File: src/rtl/core/mmss_pkg.sv
// Shared types and constants for the mm:ss countdown timer with alarm.
package mmss_pkg;

    localparam int MAX_SECONDS      = 5999;
    localparam int RING_EVERY_TICKS = 5;
    localparam int SEC_PER_MIN      = 60;
    localparam int SEC_REPEAT_STEP  = 5;
    localparam int MS_PER_S         = 1000;
    localparam int MS_ROUND         = MS_PER_S - 1;

    localparam int SEC_W    = 13;
    localparam int MS_W     = 23;
    localparam int ELAPSED_W = 10;
    localparam int ALARM_W  = 8;
    localparam int MIN_W    = 7;
    localparam int SS_W     = 6;

    // reciprocal constants for divide-by-constant
    localparam int    DIV_MS_SHIFT  = 33;
    localparam longint DIV_MS_RECIP =
        ((longint'(1) << DIV_MS_SHIFT) + MS_PER_S - 1) / MS_PER_S;
    localparam int    DIV_MIN_SHIFT = 19;
    localparam int    DIV_MIN_RECIP =
        ((1 << DIV_MIN_SHIFT) + SEC_PER_MIN - 1) / SEC_PER_MIN;
    localparam int    RING_SHIFT    = 12;
    localparam int    RING_RECIP    =
        ((1 << RING_SHIFT) + RING_EVERY_TICKS - 1) / RING_EVERY_TICKS;

    typedef enum logic [1:0] {
        MODE_SETUP = 2'd0,
        MODE_RUN   = 2'd1,
        MODE_PAUSE = 2'd2,
        MODE_ALARM = 2'd3
    } mode_t;

    localparam logic [2:0] KEY_UP    = 3'd0;
    localparam logic [2:0] KEY_DOWN  = 3'd1;
    localparam logic [2:0] KEY_LEFT  = 3'd2;
    localparam logic [2:0] KEY_RIGHT = 3'd3;
    localparam logic [2:0] KEY_OK    = 3'd4;
    localparam logic [2:0] KEY_BACK  = 3'd5;

    localparam logic [1:0] KIND_SHORT  = 2'd0;
    localparam logic [1:0] KIND_REPEAT = 2'd1;

    localparam logic FIELD_MIN = 1'b0;
    localparam logic FIELD_SEC = 1'b1;

    localparam logic IN_TICK = 1'b0;

    typedef struct packed {
        mode_t             timer_mode;
        logic              edit_field;
        logic [SEC_W-1:0]  preset;
        logic [MS_W-1:0]   ms;
        logic              ring;
        logic              silence;
        logic              blink;
    } res_t;

endpackage

File: src/rtl/core/mm_ss_countdown_timer_with_alarm_unit.sv
// Top level of the mm:ss countdown timer with alarm.
//
//  channel  | handshake             | payload
//  ---------+-----------------------+------------------------------------------
//  in       | in_valid / in_ready   | mode, key, press_kind, elapsed_ms
//  out      | out_valid / out_ready | timer_mode ... blink_on (one per request)
//  cfg      | cfg_valid / cfg_ready | initial_preset_seconds
//
// One request per cycle while the output is not stalled; each accepted request
// passes through input reg, state update, ms-to-seconds, seconds-to-minutes, output.
// The whole pipeline advances together whenever the output register is empty
// or being taken; a stalled output holds every stage and in_ready drops.
// rst_n clears all valid bits and the timer state; cfg_ready is always high.
module mm_ss_countdown_timer_with_alarm_unit (
    input  logic                       clk,
    input  logic                       rst_n,
    input  logic                       in_valid,
    output logic                       in_ready,
    input  logic                       mode,
    input  logic [2:0]                 key,
    input  logic [1:0]                 press_kind,
    input  logic [mmss_pkg::ELAPSED_W-1:0] elapsed_ms,
    output logic                       out_valid,
    input  logic                       out_ready,
    output logic [1:0]                 timer_mode,
    output logic                       edit_field,
    output logic [mmss_pkg::MIN_W-1:0] shown_minutes,
    output logic [mmss_pkg::SS_W-1:0]  shown_seconds,
    output logic [mmss_pkg::SEC_W-1:0] preset_seconds_out,
    output logic [mmss_pkg::MS_W-1:0]  time_left_ms,
    output logic                       ring,
    output logic                       silence,
    output logic                       blink_on,
    input  logic                       cfg_valid,
    output logic                       cfg_ready,
    input  logic [mmss_pkg::SEC_W-1:0] initial_preset_seconds
);
    import mmss_pkg::*;

    logic en;
    logic res_valid;
    res_t res;

    assign en        = !out_valid || out_ready;
    assign in_ready  = en;
    assign cfg_ready = 1'b1;

    mmss_ctrl u_ctrl (
        .clk        (clk),
        .rst_n      (rst_n),
        .en         (en),
        .in_valid   (in_valid),
        .mode       (mode),
        .key        (key),
        .press_kind (press_kind),
        .elapsed_ms (elapsed_ms),
        .cfg_we     (cfg_valid),
        .cfg_value  (initial_preset_seconds),
        .res_valid  (res_valid),
        .res        (res)
    );

    mmss_disp u_disp (
        .clk                (clk),
        .rst_n              (rst_n),
        .en                 (en),
        .res_valid          (res_valid),
        .res                (res),
        .out_valid          (out_valid),
        .timer_mode         (timer_mode),
        .edit_field         (edit_field),
        .shown_minutes      (shown_minutes),
        .shown_seconds      (shown_seconds),
        .preset_seconds_out (preset_seconds_out),
        .time_left_ms       (time_left_ms),
        .ring               (ring),
        .silence            (silence),
        .blink_on           (blink_on)
    );

endmodule

File: src/rtl/core/mmss_ctrl.sv
// Input register, timer state update and first result register.
module mmss_ctrl (
    input  logic                      clk,
    input  logic                      rst_n,
    input  logic                      en,
    input  logic                      in_valid,
    input  logic                      mode,
    input  logic [2:0]                key,
    input  logic [1:0]                press_kind,
    input  logic [mmss_pkg::ELAPSED_W-1:0] elapsed_ms,
    input  logic                      cfg_we,
    input  logic [mmss_pkg::SEC_W-1:0] cfg_value,
    output logic                      res_valid,
    output mmss_pkg::res_t            res
);
    import mmss_pkg::*;

    function automatic logic [SEC_W-1:0] clamp_preset(input logic [SEC_W:0] v);
        return (v > (SEC_W+1)'(MAX_SECONDS)) ? SEC_W'(MAX_SECONDS) : v[SEC_W-1:0];
    endfunction

    logic                 in_vld_reg;
    logic                 in_mode_reg;
    logic [2:0]           in_key_reg;
    logic [1:0]           in_kind_reg;
    logic [ELAPSED_W-1:0] in_elapsed_reg;

    mode_t                mode_reg, mode_next;
    logic                 field_reg, field_next;
    logic [SEC_W-1:0]     preset_reg, preset_next;
    logic [MS_W-1:0]      rem_reg, rem_next;
    logic [ALARM_W-1:0]   alarm_cnt_reg, alarm_cnt_next;

    logic                 res_vld_reg;
    res_t                 res_reg, res_next;

    logic                 ring, silence;
    logic                 key_ok, kind_short;
    logic [SEC_W-1:0]     step;
    logic [SEC_W-1:0]     preset_up, preset_dn;
    logic [MS_W-1:0]      rem_sat;
    logic [20:0]          ring_prod;
    logic [ALARM_W-1:0]   ring_q, ring_rem;
    logic                 update;

    assign update = en && in_vld_reg;

    always_ff @(posedge clk or negedge rst_n)
    begin
        if (!rst_n)
        begin
            in_vld_reg <= 1'b0;
        end
        else if (en)
        begin
            in_vld_reg <= in_valid;
        end
    end

    always_ff @(posedge clk)
    begin
        if (en)
        begin
            in_mode_reg    <= mode;
            in_key_reg     <= key;
            in_kind_reg    <= press_kind;
            in_elapsed_reg <= elapsed_ms;
        end
    end

    always_ff @(posedge clk or negedge rst_n)
    begin
        if (!rst_n)
        begin
            mode_reg      <= MODE_SETUP;
            field_reg     <= FIELD_MIN;
            preset_reg    <= '0;
            rem_reg       <= '0;
            alarm_cnt_reg <= '0;
        end
        else if (cfg_we)
        begin
            preset_reg <= clamp_preset({1'b0, cfg_value});
        end
        else if (update)
        begin
            mode_reg      <= mode_next;
            field_reg     <= field_next;
            preset_reg    <= preset_next;
            rem_reg       <= rem_next;
            alarm_cnt_reg <= alarm_cnt_next;
        end
    end

    // alarm_count mod RING_EVERY_TICKS
    assign ring_prod = 21'(alarm_cnt_reg) * 21'(RING_RECIP);
    assign ring_q    = ALARM_W'(ring_prod >> RING_SHIFT);
    assign ring_rem  = alarm_cnt_reg - ALARM_W'(13'(ring_q) * 13'(RING_EVERY_TICKS));

    assign key_ok     = (in_key_reg < KEY_BACK) && (in_kind_reg <= KIND_REPEAT);
    assign kind_short = (in_kind_reg == KIND_SHORT);

    always_comb
    begin
        if (field_reg == FIELD_MIN)
            step = SEC_W'(SEC_PER_MIN);
        else if (kind_short)
            step = SEC_W'(1);
        else
            step = SEC_W'(SEC_REPEAT_STEP);
    end

    assign preset_up = clamp_preset({1'b0, preset_reg} + {1'b0, step});
    assign preset_dn = (preset_reg > step) ? preset_reg - step : '0;
    assign rem_sat   = (rem_reg > MS_W'(in_elapsed_reg)) ?
                       rem_reg - MS_W'(in_elapsed_reg) : '0;

    always_comb
    begin
        mode_next      = mode_reg;
        field_next     = field_reg;
        preset_next    = preset_reg;
        rem_next       = rem_reg;
        alarm_cnt_next = alarm_cnt_reg;
        ring           = 1'b0;
        silence        = 1'b0;
        if (in_mode_reg == IN_TICK)
        begin
            unique case (mode_reg)
                MODE_RUN:
                begin
                    rem_next = rem_sat;
                    if (rem_sat == '0)
                    begin
                        mode_next      = MODE_ALARM;
                        ring           = 1'b1;
                        alarm_cnt_next = ALARM_W'(1);
                    end
                end
                MODE_ALARM:
                begin
                    ring           = (ring_rem == '0);
                    alarm_cnt_next = alarm_cnt_reg + ALARM_W'(1);
                end
                default:
                begin
                end
            endcase
        end
        else if (key_ok)
        begin
            unique case (mode_reg)
                MODE_SETUP:
                begin
                    if (in_key_reg == KEY_LEFT || in_key_reg == KEY_RIGHT)
                    begin
                        if (kind_short)
                            field_next = ~field_reg;
                    end
                    else if (in_key_reg == KEY_UP)
                        preset_next = preset_up;
                    else if (in_key_reg == KEY_DOWN)
                        preset_next = preset_dn;
                    else if (kind_short && preset_reg != '0)
                    begin
                        rem_next  = MS_W'(preset_reg) * MS_W'(MS_PER_S);
                        mode_next = MODE_RUN;
                    end
                end
                MODE_RUN, MODE_PAUSE:
                begin
                    if (in_key_reg == KEY_OK && kind_short)
                        mode_next = (mode_reg == MODE_RUN) ? MODE_PAUSE : MODE_RUN;
                    else if (in_key_reg == KEY_LEFT && kind_short)
                        mode_next = MODE_SETUP;
                end
                MODE_ALARM:
                begin
                    mode_next = MODE_SETUP;
                    silence   = 1'b1;
                end
            endcase
        end
    end

    always_comb
    begin
        res_next.timer_mode = mode_next;
        res_next.edit_field = field_next;
        res_next.preset     = preset_next;
        res_next.ring       = ring;
        res_next.silence    = silence;
        res_next.blink      = (mode_next == MODE_ALARM) && alarm_cnt_next[0];
        case (mode_next)
            MODE_SETUP: res_next.ms = MS_W'(preset_next) * MS_W'(MS_PER_S);
            MODE_ALARM: res_next.ms = '0;
            default:    res_next.ms = rem_next;
        endcase
    end

    always_ff @(posedge clk or negedge rst_n)
    begin
        if (!rst_n)
        begin
            res_vld_reg <= 1'b0;
        end
        else if (en)
        begin
            res_vld_reg <= in_vld_reg;
        end
    end

    always_ff @(posedge clk)
    begin
        if (en)
        begin
            res_reg <= res_next;
        end
    end

    assign res_valid = res_vld_reg;
    assign res       = res_reg;

endmodule

File: src/rtl/core/mmss_disp.sv
// Display conversion: ms rounded up to seconds, then split into mm:ss.
module mmss_disp (
    input  logic                       clk,
    input  logic                       rst_n,
    input  logic                       en,
    input  logic                       res_valid,
    input  mmss_pkg::res_t             res,
    output logic                       out_valid,
    output logic [1:0]                 timer_mode,
    output logic                       edit_field,
    output logic [mmss_pkg::MIN_W-1:0] shown_minutes,
    output logic [mmss_pkg::SS_W-1:0]  shown_seconds,
    output logic [mmss_pkg::SEC_W-1:0] preset_seconds_out,
    output logic [mmss_pkg::MS_W-1:0]  time_left_ms,
    output logic                       ring,
    output logic                       silence,
    output logic                       blink_on
);
    import mmss_pkg::*;

    logic             s2_vld_reg, s3_vld_reg, out_vld_reg;
    res_t             s2_res_reg, s3_res_reg, out_res_reg;
    logic [SEC_W-1:0] s2_total_reg, s3_total_reg;
    logic [MIN_W-1:0] s3_min_reg, out_min_reg;
    logic [SS_W-1:0]  out_sec_reg;

    logic [MS_W:0]    ms_up;
    logic [47:0]      ms_prod;
    logic [31:0]      min_prod;
    logic [SEC_W-1:0] sec_rem;

    assign ms_up    = {1'b0, res.ms} + (MS_W+1)'(MS_ROUND);
    assign ms_prod  = 48'(ms_up) * 48'(DIV_MS_RECIP);
    assign min_prod = 32'(s2_total_reg) * 32'(DIV_MIN_RECIP);
    assign sec_rem  = s3_total_reg - SEC_W'(SEC_W'(s3_min_reg) * SEC_W'(SEC_PER_MIN));

    always_ff @(posedge clk or negedge rst_n)
    begin
        if (!rst_n)
        begin
            s2_vld_reg  <= 1'b0;
            s3_vld_reg  <= 1'b0;
            out_vld_reg <= 1'b0;
        end
        else if (en)
        begin
            s2_vld_reg  <= res_valid;
            s3_vld_reg  <= s2_vld_reg;
            out_vld_reg <= s3_vld_reg;
        end
    end

    always_ff @(posedge clk)
    begin
        if (en)
        begin
            s2_res_reg   <= res;
            s2_total_reg <= SEC_W'(ms_prod >> DIV_MS_SHIFT);
            s3_res_reg   <= s2_res_reg;
            s3_total_reg <= s2_total_reg;
            s3_min_reg   <= MIN_W'(min_prod >> DIV_MIN_SHIFT);
            out_res_reg  <= s3_res_reg;
            out_min_reg  <= s3_min_reg;
            out_sec_reg  <= SS_W'(sec_rem);
        end
    end

    assign out_valid          = out_vld_reg;
    assign timer_mode         = out_res_reg.timer_mode;
    assign edit_field         = out_res_reg.edit_field;
    assign shown_minutes      = out_min_reg;
    assign shown_seconds      = out_sec_reg;
    assign preset_seconds_out = out_res_reg.preset;
    assign time_left_ms       = out_res_reg.ms;
    assign ring               = out_res_reg.ring;
    assign silence            = out_res_reg.silence;
    assign blink_on           = out_res_reg.blink;

endmodule
File: config.mk
export PLATFORM = sky130hd
export DESIGN_NAME = mm_ss_countdown_timer_with_alarm_unit
export DESIGN_NICKNAME = d
export VERILOG_FILES = /design/src/rtl/core/mmss_pkg.sv /design/src/rtl/core/mm_ss_countdown_timer_with_alarm_unit.sv /design/src/rtl/core/mmss_ctrl.sv /design/src/rtl/core/mmss_disp.sv
export SDC_FILE = /design/constraint.sdc
export NUM_CORES = 1
export LEC_CHECK = 0
export BUFFER_PORTS_ARGS = -buffer_cell sky130_fd_sc_hd__buf_2
export CORE_MARGIN = 4
export CORE_UTILIZATION = 33
export DETAILED_ROUTE_END_ITERATION = 10
export SLEW_MARGIN = 25
export SYNTH_ARGS = -nofsm -noshare
export SYNTH_HDL_FRONTEND = slang
export SYNTH_HIERARCHICAL = 1
export SYNTH_SLANG_ARGS = --single-unit
File: constraint.sdc
create_clock -name clk -period 8.3 [get_ports clk]
set_input_delay 0.83 -clock clk [delete_from_list [all_inputs] [get_ports clk]]
set_output_delay 0.83 -clock clk [all_outputs]
set_load 0.01 [all_outputs]
# --- Word level (Yosys, flattened, before mapping) ---
# Index checks and enable logic that the tools add are counted.
classes:
  n_addsub: 7
  multipliers: 7
  n_lt_le_gt_ge: 6
  n_eq_ne: 9
  mux: 46
  n_bitwise: 3
  reduce_logical: 22
ops:
  columns: ["op", "n"]
  rows:
  - ["$mux 23", 9]
  - ["$mux 13", 12]
  - ["$mul 24x24->46 const B", 1]
  - ["$pmux 23 s2", 1]
  - ["$mul 13x7->20 const B", 2]
  - ["$mul 13x14->26 const B", 1]
  - ["$add 23x10->24 const B", 1]
  - ["$gt 23x10->1", 1]
  - ["$logic_not 23->1", 1]
  - ["$sub 23x10->23", 1]
  - ["$mux 2", 11]
  - ["$mul 8x8->16 const B", 1]
  - ["$pmux 8 s2", 1]
  - ["$add 13x13->14", 1]
  - ["$gt 14x13->1 const B", 1]
  - ["$gt 13x13->1", 1]
  - ["$gt 13x13->1 const B", 1]
  - ["$reduce_bool 13->1", 1]
  - ["$sub 13x13->13", 1]
  - ["$add 8x1->8 const B", 1]
  - ["$logic_not 8->1", 1]
  - ["$mul 6x3->8 const B", 1]
  - ["$mux 1", 8]
  - ["$mux 8", 1]
  - ["24 further kinds", 39]
totals:
  register_bits: 275
  input_bits: 34
  output_inout_bits: 58
  elab_cells: 148

# --- Logic depth before layout (Yosys ltp) ---
# Gate-level depths: netlist of run 1.
logic_depth:
  word_depth: 13
  ltp_mapped: 30
  mapped_depth_nobuf: 28

# --- Modules after synthesis ---
# Netlist of run 1, hierarchy kept.
by_module_without_submodules:
  columns: ["module", "n_inst", "cells_each", "area_each_um2"]
  rows:
  - ["mmss_disp", 1, 1443, 16641.0]
  - ["mmss_ctrl", 1, 1486, 13603.0]
  - ["mm_ss_countdown_timer_with_alarm_unit", 1, 3, 17.5]

# --- Least setup slack after synthesis of run 1 ---
# Ideal clock, no wire load.
synth_timing:
  path_type: "input to register"
  start: "in out_ready"
  end: "reg u_ctrl.mode_reg[1]"
  setup_time_ns: 0.094
  arrival_ns: 8.861
  setup_slack_ns: -0.655
  cell_stages: 6
  path_cell_list: "nand2b_1 > nand2_1 > nor2_1 > clkbuf_1 > nor2_1 > a211oi_1"
synth_between:
  elab_chain_cells: 3
synth_rtl:
  columns: ["item", "line_no", "source"]
  rows:
  - ["start: declaration", "mm_ss_countdown_timer_with_alarm_unit.sv:24", "input logic out_ready,"]
  - ["$logic_or 1x1->1", "mm_ss_countdown_timer_with_alarm_unit.sv:44", "assign en = !out_valid || out_ready;"]
  - ["$logic_and 1x1->1", "mmss_ctrl.sv:46", "assign update = en && in_vld_reg;"]
  - ["$reduce_and 2->1 (no line)", null, null]
  - ["end signal: assignment", "mmss_ctrl.sv:87", "mode_reg <= mode_next;"]
  - ["end: declaration", "mmss_ctrl.sv:28", "mode_t mode_reg, mode_next;"]
# No other way between the ends.
# A chain may end at the register's enable or synchronous reset.

# --- Worst setup path in the final report of run 1 ---
layout_timing:
  start: "reg u_ctrl.res_reg, in the netlist u_ctrl/res[10]"
  end: "reg u_disp.s2_total_reg[8] (data pin)"
layout_between:
  elab_chain_cells: 2
layout_rtl:
  columns: ["item", "line_no", "source"]
  rows:
  - ["start: declaration", "mmss_ctrl.sv:35", "res_t res_reg, res_next;"]
  - ["start signal: assignment", "mmss_ctrl.sv:217", "res_reg <= res_next;"]
  - ["$add 23x10->24", "mmss_disp.sv:32", "assign ms_up = {1'b0, res.ms} + (MS_W+1)'(MS_ROUND);"]
  - ["$mul 24x24->46", "mmss_disp.sv:33", "assign ms_prod = 48'(ms_up) * 48'(DIV_MS_RECIP);"]
  - ["via u_disp.ms_prod[41]", "mmss_disp.sv:28", "logic [47:0] ms_prod;"]
  - ["end signal: assignment", "mmss_disp.sv:58", "s2_total_reg <= SEC_W'(ms_prod >> DIV_MS_SHIFT);"]
  - ["end: declaration", "mmss_disp.sv:23", "logic [SEC_W-1:0] s2_total_reg, s3_total_reg;"]
# The timed path passes the listed nets, and every way through them passes these cells.

==> impl_metrics.env, run 1 <==
export IMPL_floorplan_die_area_um2=96600
export IMPL_htreeDepth=2
export IMPL_drt_antenna_violating_nets=0
export IMPL_die_height_um=311
export IMPL_ys_seq_area_frac=0.264
export IMPL_grt_usage=0.155
export IMPL_drv_slew=0
export IMPL_synth_lib_cells_used_distinct=109
export IMPL_synth_edf_count=223
export IMPL_tritoncts_num_sinks=275
export IMPL_drc_violation_count_after_routing=0
export IMPL_yosys_register_bits=275
export IMPL_cp_common_cell="inv_1"
export IMPL_place_port_buffers=90
export IMPL_grt_pass1_vias=21500
export IMPL_worst_ep_required_time_ns=8.58
export IMPL_insertedDiodeCount=0
export IMPL_synth_top_flop_cell="edfxtp_1"
export IMPL_slew_headroom=0.377
export IMPL_starting_density_of_the_core=0.334
export IMPL_tritoncts_clock_tree="yes"
export IMPL_timing_final_setup_violations=0
export IMPL_fp_row_count=110
export IMPL_post_route_cells_drive_above_1_share=0.0959
export IMPL_core_area_um2=90600
export IMPL_start_kind="register"
export IMPL_met1Wirelength_um=33400
export IMPL_ctsRootBufferMaster="clkbuf_16"
export IMPL_length_of_the_first_detailed_routing_pass_in_iterations=5
export IMPL_post_synthesis_async_set_or_reset_flop_share=0.189
export IMPL_areaGrowthSynthToFinish_pct=11.3
export IMPL_critical_path_max_stage_delay_ns=0.53
export IMPL_post_synthesis_cell_area_um2=30300
export IMPL_period_minus_slack_ns=7.91
export IMPL_gp_congestion=0.932
export IMPL_critical_path_peak_fanout=5
export IMPL_viasPerCell=5.02
export IMPL_io_pins=92
export IMPL_antenna_violations_before_repair=7
export IMPL_grt_start_max_net_pins=62
export IMPL_detail_route_iter0_violations=1337
export IMPL_met3_wirelength_um=3240
export IMPL_fmaxAchievable_mhz=126
export IMPL_worstPathBufferInverterCount=6
export IMPL_globalRoute_totalOverflow=0
export IMPL_routed_wirelength_um=75800
export IMPL_postSynthCellCount=2932
export IMPL_critical_path_top_delay_family="adder cells"
export IMPL_worst_path_max_delay_cell="fa_1"
export IMPL_tritoncts_num_buffers=34
export IMPL_max_cap_violations=0
export IMPL_whs_ns=0.413
export IMPL_post_route_period_util=0.953
export IMPL_cp_end_kind="register"
export IMPL_postCtsHoldBufs=0
export IMPL_clock_insertion_delay_worst_skew_ns=0.55
export IMPL_clockBufferDepth=3
export IMPL_post_synth_cell_area_avg_um2=10.3
export IMPL_clkSlewWorstSetupHoldPaths_ns=0.06
export IMPL_post_drt_wl_per_cell_um=17.8
export IMPL_die_width_um=311
export IMPL_tightestPinTransition_ns=0.928
export IMPL_routed_via_count=21400
export IMPL_wl_met2_um=36600
export IMPL_finalNetCount=3866
export IMPL_place_detailed_hpwl_um=62000
export IMPL_criticalPathCategory="register to register"
export IMPL_n_fill_cell=9060
export IMPL_final_setup_skew_ns=0.0361
export IMPL_hold_viol=0
export IMPL_synth_yosys_warnings=6
export IMPL_worstPathArrival_ns=8.19
export IMPL_wire_length_of_the_first_global_routing_pass_um=120000
export IMPL_run_status="finished, final reports clean"
export IMPL_hold_path_class="register to register"
export IMPL_top_layer="met4"
export IMPL_synth_net_count=3735
[cells in the final DEF (no fill, tap or decap), types with 90 or more instances in the layout]
cell type / instances
xnor2_1: 104
nand2_1: 153
edfxtp_1: 223
inv_1: 572
buf_2: 90
o21ai_0: 104
nor2_1: 113
ha_1: 490
fa_1: 279
a21oi_1: 109
[layout make-up]
class | instances | area (µm²) | share of cell area
clock buffer | 41 | 898 | 0.0267
clock inverter | 19 | 244 | 0.00725
inverter | 584 | 2190 | 0.0651
tap | 1176 | 1470 | 0.0437
multi-input combinational | 2015 | 19900 | 0.592
sequential | 275 | 8000 | 0.238
timing repair buffer | 153 | 923 | 0.0274
[worst paths after layout]
check	startpoint	to	slack, ns	depth (start not counted)
worst max-delay path	u_ctrl/res[10]	u_disp/s2_total_reg[8]	0.39	28
worst min-delay path	u_ctrl/res[27]	u_disp/s2_res_reg[27]	0.41	0
worst max register to register	u_ctrl/res[10]	u_disp/s2_total_reg[8]	0.39	28
worst min register to register	u_ctrl/res[27]	u_disp/s2_res_reg[27]	0.41	0
max in group asynchronous	rst_n	u_ctrl/rem_reg[6]	7.30	2
min in group asynchronous	rst_n	u_ctrl/preset_reg[10]	0.44	2
[cell families (layout without fill, tap and decap cells)]
kind of cell	after synthesis	count (layout)	share of synthesized area
compound gates	540	540	0.125
xor+xnor	161	161	0.0488
fa+ha+maj	769	769	0.387
buf+inv	642	797	0.0806
flops	275	275	0.264
mux	25	25	0.00881
other cells	1	1	0.000124
simple gates	519	519	0.0855
[synth_stat cells (11+ instances only)]
library cell	count	area, µm²
inv_1	574	2150
ha_1	490	6130
fa_1	279	5590
edfxtp_1	223	6700
nand2_1	153	574
nor2_1	114	428
a21oi_1	110	551
o21ai_0	106	531
xnor2_1	105	920
a21o_1	53	398
dfrtp_1	52	1300
xor2_1	49	429
nand3_1	46	230
clkbuf_1	45	169
nor3_1	34	170
nand4_1	25	156
a31oi_1	23	144
o21a_1	22	165
a211oi_1	20	150
and3_1	20	125
nand2b_1	19	119
o21bai_1	16	120
o22ai_1	16	100
o31ai_1	16	120
o211ai_1	15	113
nor2b_1	14	87.6
mux2_2	13	146
nor4_1	13	81.3
mux2i_1	12	120
or3_1	12	75.1
or2_2	11	68.8
[metrics by stage]
| stage | instances | instance area, µm² | TNS [ns] | setup WS, ns | utilization |
|---|---|---|---|---|---|
| 3_3_place_gp | 4196 | 32400 | -0.0791 | -0.0791 | 0.357 |
| 6_report | 4263 | 33700 | 0 | 0.389 | 0.372 |
| 4_1_cts | 4256 | 33500 | 0 | 0.0371 | 0.370 |
| 5_1_grt | 4263 | 33700 | -0.00398 | -0.00398 | 0.372 |
| 3_5_place_dp | 4196 | 32400 | -0.183 | -0.112 | 0.357 |
| 2_1_floorplan | 2932 | 30300 | 0 | 0.604 | - |
[worst reg2reg max path: cells and delay by family, from the launching register on]
kind,cells,cell delay (ns)
AOI/OAI and AO/OA,5,1.27
xor gates and xnor gates,3,0.56
adders and majority gates,8,3.49
buffers and inverters,6,0.40
DFF,1,0.46
and+or+nand+nor,6,1.50
[repair_timing]
action | CTS | global route
gates resized for setup | 1 | 23
pin swaps | 0 | 4
buffers inserted | 0 | 7
setup endpoints to repair | 6 | 21
[layer usage]
| layer | vias to the layer above | global-route usage |
|---|---|---|
| met5 | - | 0 |
| li1 | 10300 | - |
| met4 | 0 | 0.0464 |
| met3 | 141 | 0.0168 |
| met2 | 503 | 0.267 |
| met1 | 10400 | 0.206 |
Power of run 1 is left out: the tool's default activity adds up to more than one toggle a clock period on the data nets, which glitch-free logic cannot reach.
==> inputs of run 2 (changes only) <==
--- a/config.mk
+++ b/config.mk
@@ -5,10 +5,10 @@
 export SDC_FILE = /design/constraint.sdc
 export NUM_CORES = 1
 export LEC_CHECK = 0
-export BUFFER_PORTS_ARGS = -buffer_cell sky130_fd_sc_hd__buf_2
 export CORE_MARGIN = 4
 export CORE_UTILIZATION = 33
 export DETAILED_ROUTE_END_ITERATION = 10
+export DONT_BUFFER_PORTS = 1
 export SLEW_MARGIN = 25
 export SYNTH_ARGS = -nofsm -noshare
 export SYNTH_HDL_FRONTEND = slang
==> impl_metrics.env, run 2 (synthesis results as in run 1) <==
export IMPL_run_status="finished, final reports clean"
export IMPL_starting_density_of_the_core=0.334
export IMPL_place_detailed_hpwl_um=62300
export IMPL_grt_pass1_vias=21200
export IMPL_floorplan_die_area_um2=96600
export IMPL_finalNetCount=3778
export IMPL_routed_wirelength_um=75800
export IMPL_die_width_um=311
export IMPL_antenna_violations_before_repair=12
export IMPL_criticalPathCategory="register to register"
export IMPL_grt_start_max_net_pins=125
export IMPL_layout_cell_area_non_filler_um2=33200
export IMPL_wire_length_of_the_first_global_routing_pass_um=121000
export IMPL_worst_path_max_delay_cell="fa_1"
export IMPL_viasPerCell=5.04
export IMPL_fmaxAchievable_mhz=126
export IMPL_drv_slew=0
export IMPL_worst_ep_required_time_ns=8.58
export IMPL_cp_common_cell="inv_1"
export IMPL_rr_startpoint="u_ctrl/res[3]"
export IMPL_rrSetupSlack_ns=0.34
export IMPL_final_common_cell="inv_1"
export IMPL_core_area_um2=90600
export IMPL_drc_violation_count_after_routing=0
export IMPL_areaGrowthSynthToFinish_pct=9.69
export IMPL_post_route_cells_drive_above_1_share=0.0653
export IMPL_insertedDiodeCount=0
export IMPL_die_height_um=311
export IMPL_routed_via_count=21000
export IMPL_tritoncts_num_sinks=275
export IMPL_drt_antenna_violating_nets=0
export IMPL_multiInputGateArea_um2=19900
export IMPL_io_pins=92
export IMPL_final_setup_skew_ns=0.0219
export IMPL_dpl_instance_area_um2=32000
export IMPL_tightestPinTransition_ns=0.977
export IMPL_tritoncts_clock_tree="yes"
export IMPL_htreeDepth=2
export IMPL_critical_path_max_stage_delay_ns=0.53
export IMPL_critical_path_peak_fanout=7
export IMPL_cp_end_kind="register"
export IMPL_n_fill_cell=8972
export IMPL_clock_insertion_delay_worst_skew_ns=0.57
export IMPL_tritoncts_num_buffers=34
export IMPL_start_kind="register"
export IMPL_r2r_worst_path_cells=29
export IMPL_hold_path_class="primary input to asynchronous set/reset pin"
export IMPL_ff_latch_area_um2=8000
export IMPL_fp_row_count=110
export IMPL_post_route_period_util=0.959
export IMPL_worstPathArrival_ns=8.24
export IMPL_gp_congestion=0.959
export IMPL_slew_headroom=0.344
export IMPL_timing_final_setup_violations=0
export IMPL_grt_usage=0.157
export IMPL_place_port_buffers=0
export IMPL_max_cap_violations=0
export IMPL_setup_worst_path_start="u_ctrl/res[3]"
export IMPL_clkSlewWorstSetupHoldPaths_ns=0.07
export IMPL_commonest_cells_after_routing_fill_and_taps_aside="inv_1, ha_1, fa_1"
export IMPL_period_minus_slack_ns=7.96
export IMPL_reg2reg_to="u_disp/s2_total_reg[12]"
export IMPL_clockBufferDepth=3
export IMPL_detail_route_iter0_violations=1460
export IMPL_hold_viol=0
export IMPL_length_of_the_first_detailed_routing_pass_in_iterations=5
export IMPL_globalRoute_totalOverflow=0
export IMPL_ctsRootBufferMaster="clkbuf_16"
export IMPL_post_drt_wl_per_cell_um=18.2
run 2: repair_timing:
action	4_1_cts	5_1_grt
endpoints found under the hold margin	52	0
setup endpoints to repair	0	16
hold buffers	1	0
buffers inserted	0	4
gates resized for setup	0	18
run 2: worst max path at each step:
stage / to
after floorplan: u_disp/s2_total_reg[8]
after global placement: u_ctrl/res[24]
after detailed placement: u_ctrl/res[22]
after CTS: u_ctrl/res[22]
after global routing: u_ctrl/res[22]
final: u_disp/s2_total_reg[12]
run 2: final cells by class:
class	instances	area share
Clock buffer	37	0.0260
Clock inverter	24	0.00731
Sequential cell	275	0.241
Inverter	584	0.0660
Timing Repair Buffer	65	0.0157
Tap cell	1176	0.0443
Multi-Input combinational cell	2015	0.600
run 2: per-layer routing:
layer | vias up | part of all wire | global-route usage
li1 | 10100 | - | -
met1 | 10200 | 0.44 | 0.208
met2 | 533 | 0.48 | 0.265
met3 | 152 | 0.046 | 0.0216
met4 | 2 | 0.033 | 0.0485
met5 | - | 0.00017 | 0
run 2: stage by stage:
step	setup TNS [ns]	utilization	hold WS, ns	instances	setup slack (ns)
global placement	0	0.353	0.402	4109	0.252
CTS	0	0.365	0.106	4172	0.108
finish	0	0.367	0.114	4176	0.341
detailed placement	0	0.353	0.405	4110	0.176
floorplan	0	-	0.400	2932	0.604
global route	-0.00879	0.367	0.114	4176	-0.00879
run 2: worst max-delay path, delay by kind of cell, from the launching register on:
family                   cells  cell delay, ns
buffers and inverters        8            0.71
XOR/XNOR                     2            0.33
AND/OR/NAND/NOR              3            0.55
adder cells (fa/ha/maj)      9            3.77
flip-flops                   1            0.50
AO/OA/AOI/OAI                7            1.83
Power of run 2 is left out for the same reason.
==> inputs of run 3 (changes only) <==
--- a/config.mk
+++ b/config.mk
@@ -6,9 +6,11 @@
 export NUM_CORES = 1
 export LEC_CHECK = 0
 export CORE_MARGIN = 4
-export CORE_UTILIZATION = 33
+export CORE_UTILIZATION = 35
 export DETAILED_ROUTE_END_ITERATION = 10
 export DONT_BUFFER_PORTS = 1
+export MAX_ROUTING_LAYER = met4
+export PLACE_DENSITY = 0.49
 export SLEW_MARGIN = 25
 export SYNTH_ARGS = -nofsm -noshare
 export SYNTH_HDL_FRONTEND = slang
==> impl_metrics.env, run 3 (synthesis results as in run 1) <==
export IMPL_die_height_um=302
export IMPL_core_area_um2=85400
export IMPL_fp_row_count=107
export IMPL_routed_via_count=21300
export IMPL_r2r_worst_path_cells=29
export IMPL_layout_cell_area_non_filler_um2=33300
export IMPL_layout_setup_ws_ns=0.359
export IMPL_rr_startpoint="u_ctrl/res[3]"
export IMPL_max_cap_violations=0
export IMPL_critical_path_peak_fanout=6
export IMPL_commonest_cells_after_routing_fill_and_taps_aside="inv_1, ha_1, fa_1"
export IMPL_drc_violation_count_after_routing=0
export IMPL_clkSlewWorstSetupHoldPaths_ns=0.06
export IMPL_slew_headroom=0.383
export IMPL_finalNetCount=3791
export IMPL_tightestPinTransition_ns=0.926
export IMPL_grt_pass1_vias=22300
export IMPL_start_kind="register"
export IMPL_ff_latch_area_um2=8000
export IMPL_routed_wirelength_um=82500
export IMPL_dp_cells=4083
export IMPL_critical_path_max_stage_delay_ns=0.52
export IMPL_cp_common_cell="inv_1"
export IMPL_ctsRootBufferMaster="clkbuf_16"
export IMPL_worst_path_max_delay_cell="fa_1"
export IMPL_starting_density_of_the_core=0.354
export IMPL_criticalPathCategory="register to register"
export IMPL_post_drt_wl_per_cell_um=19.8
export IMPL_whs_ns=0.133
export IMPL_setup_worst_path_start="u_ctrl/res[3]"
export IMPL_hold_viol=0
export IMPL_place_detailed_hpwl_um=67200
export IMPL_fmaxAchievable_mhz=126
export IMPL_place_worst_setup_slack_ns=0.0385
export IMPL_io_pins=92
export IMPL_period_minus_slack_ns=7.94
export IMPL_htreeDepth=2
export IMPL_post_route_insts_no_fill=4162
export IMPL_areaGrowthSynthToFinish_pct=10.1
export IMPL_antenna_violations_before_repair=0
export IMPL_globalRoute_totalOverflow=0
export IMPL_worstPathArrival_ns=8.23
export IMPL_post_route_period_util=0.957
export IMPL_post_route_cells_drive_above_1_share=0.0709
export IMPL_final_setup_skew_ns=0.0197
export IMPL_viasPerCell=5.11
export IMPL_grt_usage=0.189
export IMPL_gp_congestion=0.920
export IMPL_drv_slew=0
export IMPL_dpl_instance_area_um2=32000
export IMPL_cp_end_kind="register"
export IMPL_tritoncts_clock_tree="yes"
export IMPL_drt_antenna_violating_nets=0
export IMPL_reg2reg_to="u_disp/s2_total_reg[12]"
export IMPL_wire_length_of_the_first_global_routing_pass_um=130000
export IMPL_tritoncts_num_buffers=37
export IMPL_rrSetupSlack_ns=0.36
export IMPL_final_common_cell="inv_1"
export IMPL_detail_route_iter0_violations=1120
export IMPL_multiInputGateArea_um2=19900
export IMPL_die_width_um=302
export IMPL_floorplan_die_area_um2=91200
export IMPL_tritoncts_num_sinks=275
export IMPL_hold_path_class="primary input to asynchronous set/reset pin"
export IMPL_clock_insertion_delay_worst_skew_ns=0.56
export IMPL_clockBufferDepth=3
export IMPL_grt_start_max_net_pins=119
export IMPL_run_status="finished, final reports clean"
export IMPL_worst_ep_required_time_ns=8.59
export IMPL_place_port_buffers=0
export IMPL_setup_worst_path_end="u_disp/s2_total_reg[12]"
export IMPL_n_fill_cell=8530
export IMPL_timing_final_setup_violations=0
export IMPL_length_of_the_first_detailed_routing_pass_in_iterations=5
run 3: changes by cell type in the layout (fill, tap and decap cells not counted), moves of 2 or more:
cell,previous run,this run
buf_4,63,73
clkbuf_1,3,8
clkbuf_16,34,39
clkinv_1,12,8
clkinvlp_4,1,3
nor4_1,10,12
nor4_2,3,1
run 3: per-stage QoR:
step,TNS (ns),util
floorplan,0,-
global placement,0,0.374
detailed placement,0,0.374
CTS,0,0.388
global route,-0.0000204,0.390
finish,0,0.390
run 3: metal layers:
layer / part of all wire / wire length, µm / GRT usage
met1: 0.44 / 36000 / 0.241
met2: 0.50 / 41700 / 0.324
met3: 0.036 / 2990 / 0.0200
met4: 0.023 / 1900 / 0.0446
met5: 0 / 0 / -
run 3: what timing repair did:
item	4_1_cts	5_1_grt
hold endpoints to repair	52	0
setup endpoints to repair	0	18
hold buffers	1	0
gates resized for setup	0	17
setup buffers	0	9
run 3: final cells by class:
| class | count | share of cell area |
|---|---|---|
| well taps | 1144 | 0.0430 |
| multi-input cells | 2015 | 0.597 |
| flip-flops and latches | 275 | 0.240 |
| clock inverters | 21 | 0.00552 |
| diodes | 1 | 0.0000751 |
| inverters | 584 | 0.0658 |
| repair buffers | 75 | 0.0179 |
| clock buffers | 47 | 0.0302 |
run 3: worst min path at each step:
stage                                               to  slack (ns)  cells after the start
final                                 u_ctrl/res_valid        0.13                      1
after detailed placement         u_disp/s2_res_reg[30]        0.40                      0
after global routing              u_ctrl/preset_reg[0]        0.12                      1
after floorplan                        u_disp/blink_on        0.40                      0
after global placement    u_disp/preset_seconds_out[9]        0.40                      0
after CTS                         u_ctrl/preset_reg[5]        0.11                      1
run 3: critical path, delay by kind of cell (launching register included):
family	cells	cell delay [ns]
adder cells (fa/ha/maj)	9	3.69
XOR/XNOR	2	0.49
buffers and inverters	8	0.70
AO/OA/AOI/OAI	7	1.82
AND/OR/NAND/NOR	3	0.49
flip-flops	1	0.46
Power of run 3 is left out for the same reason.
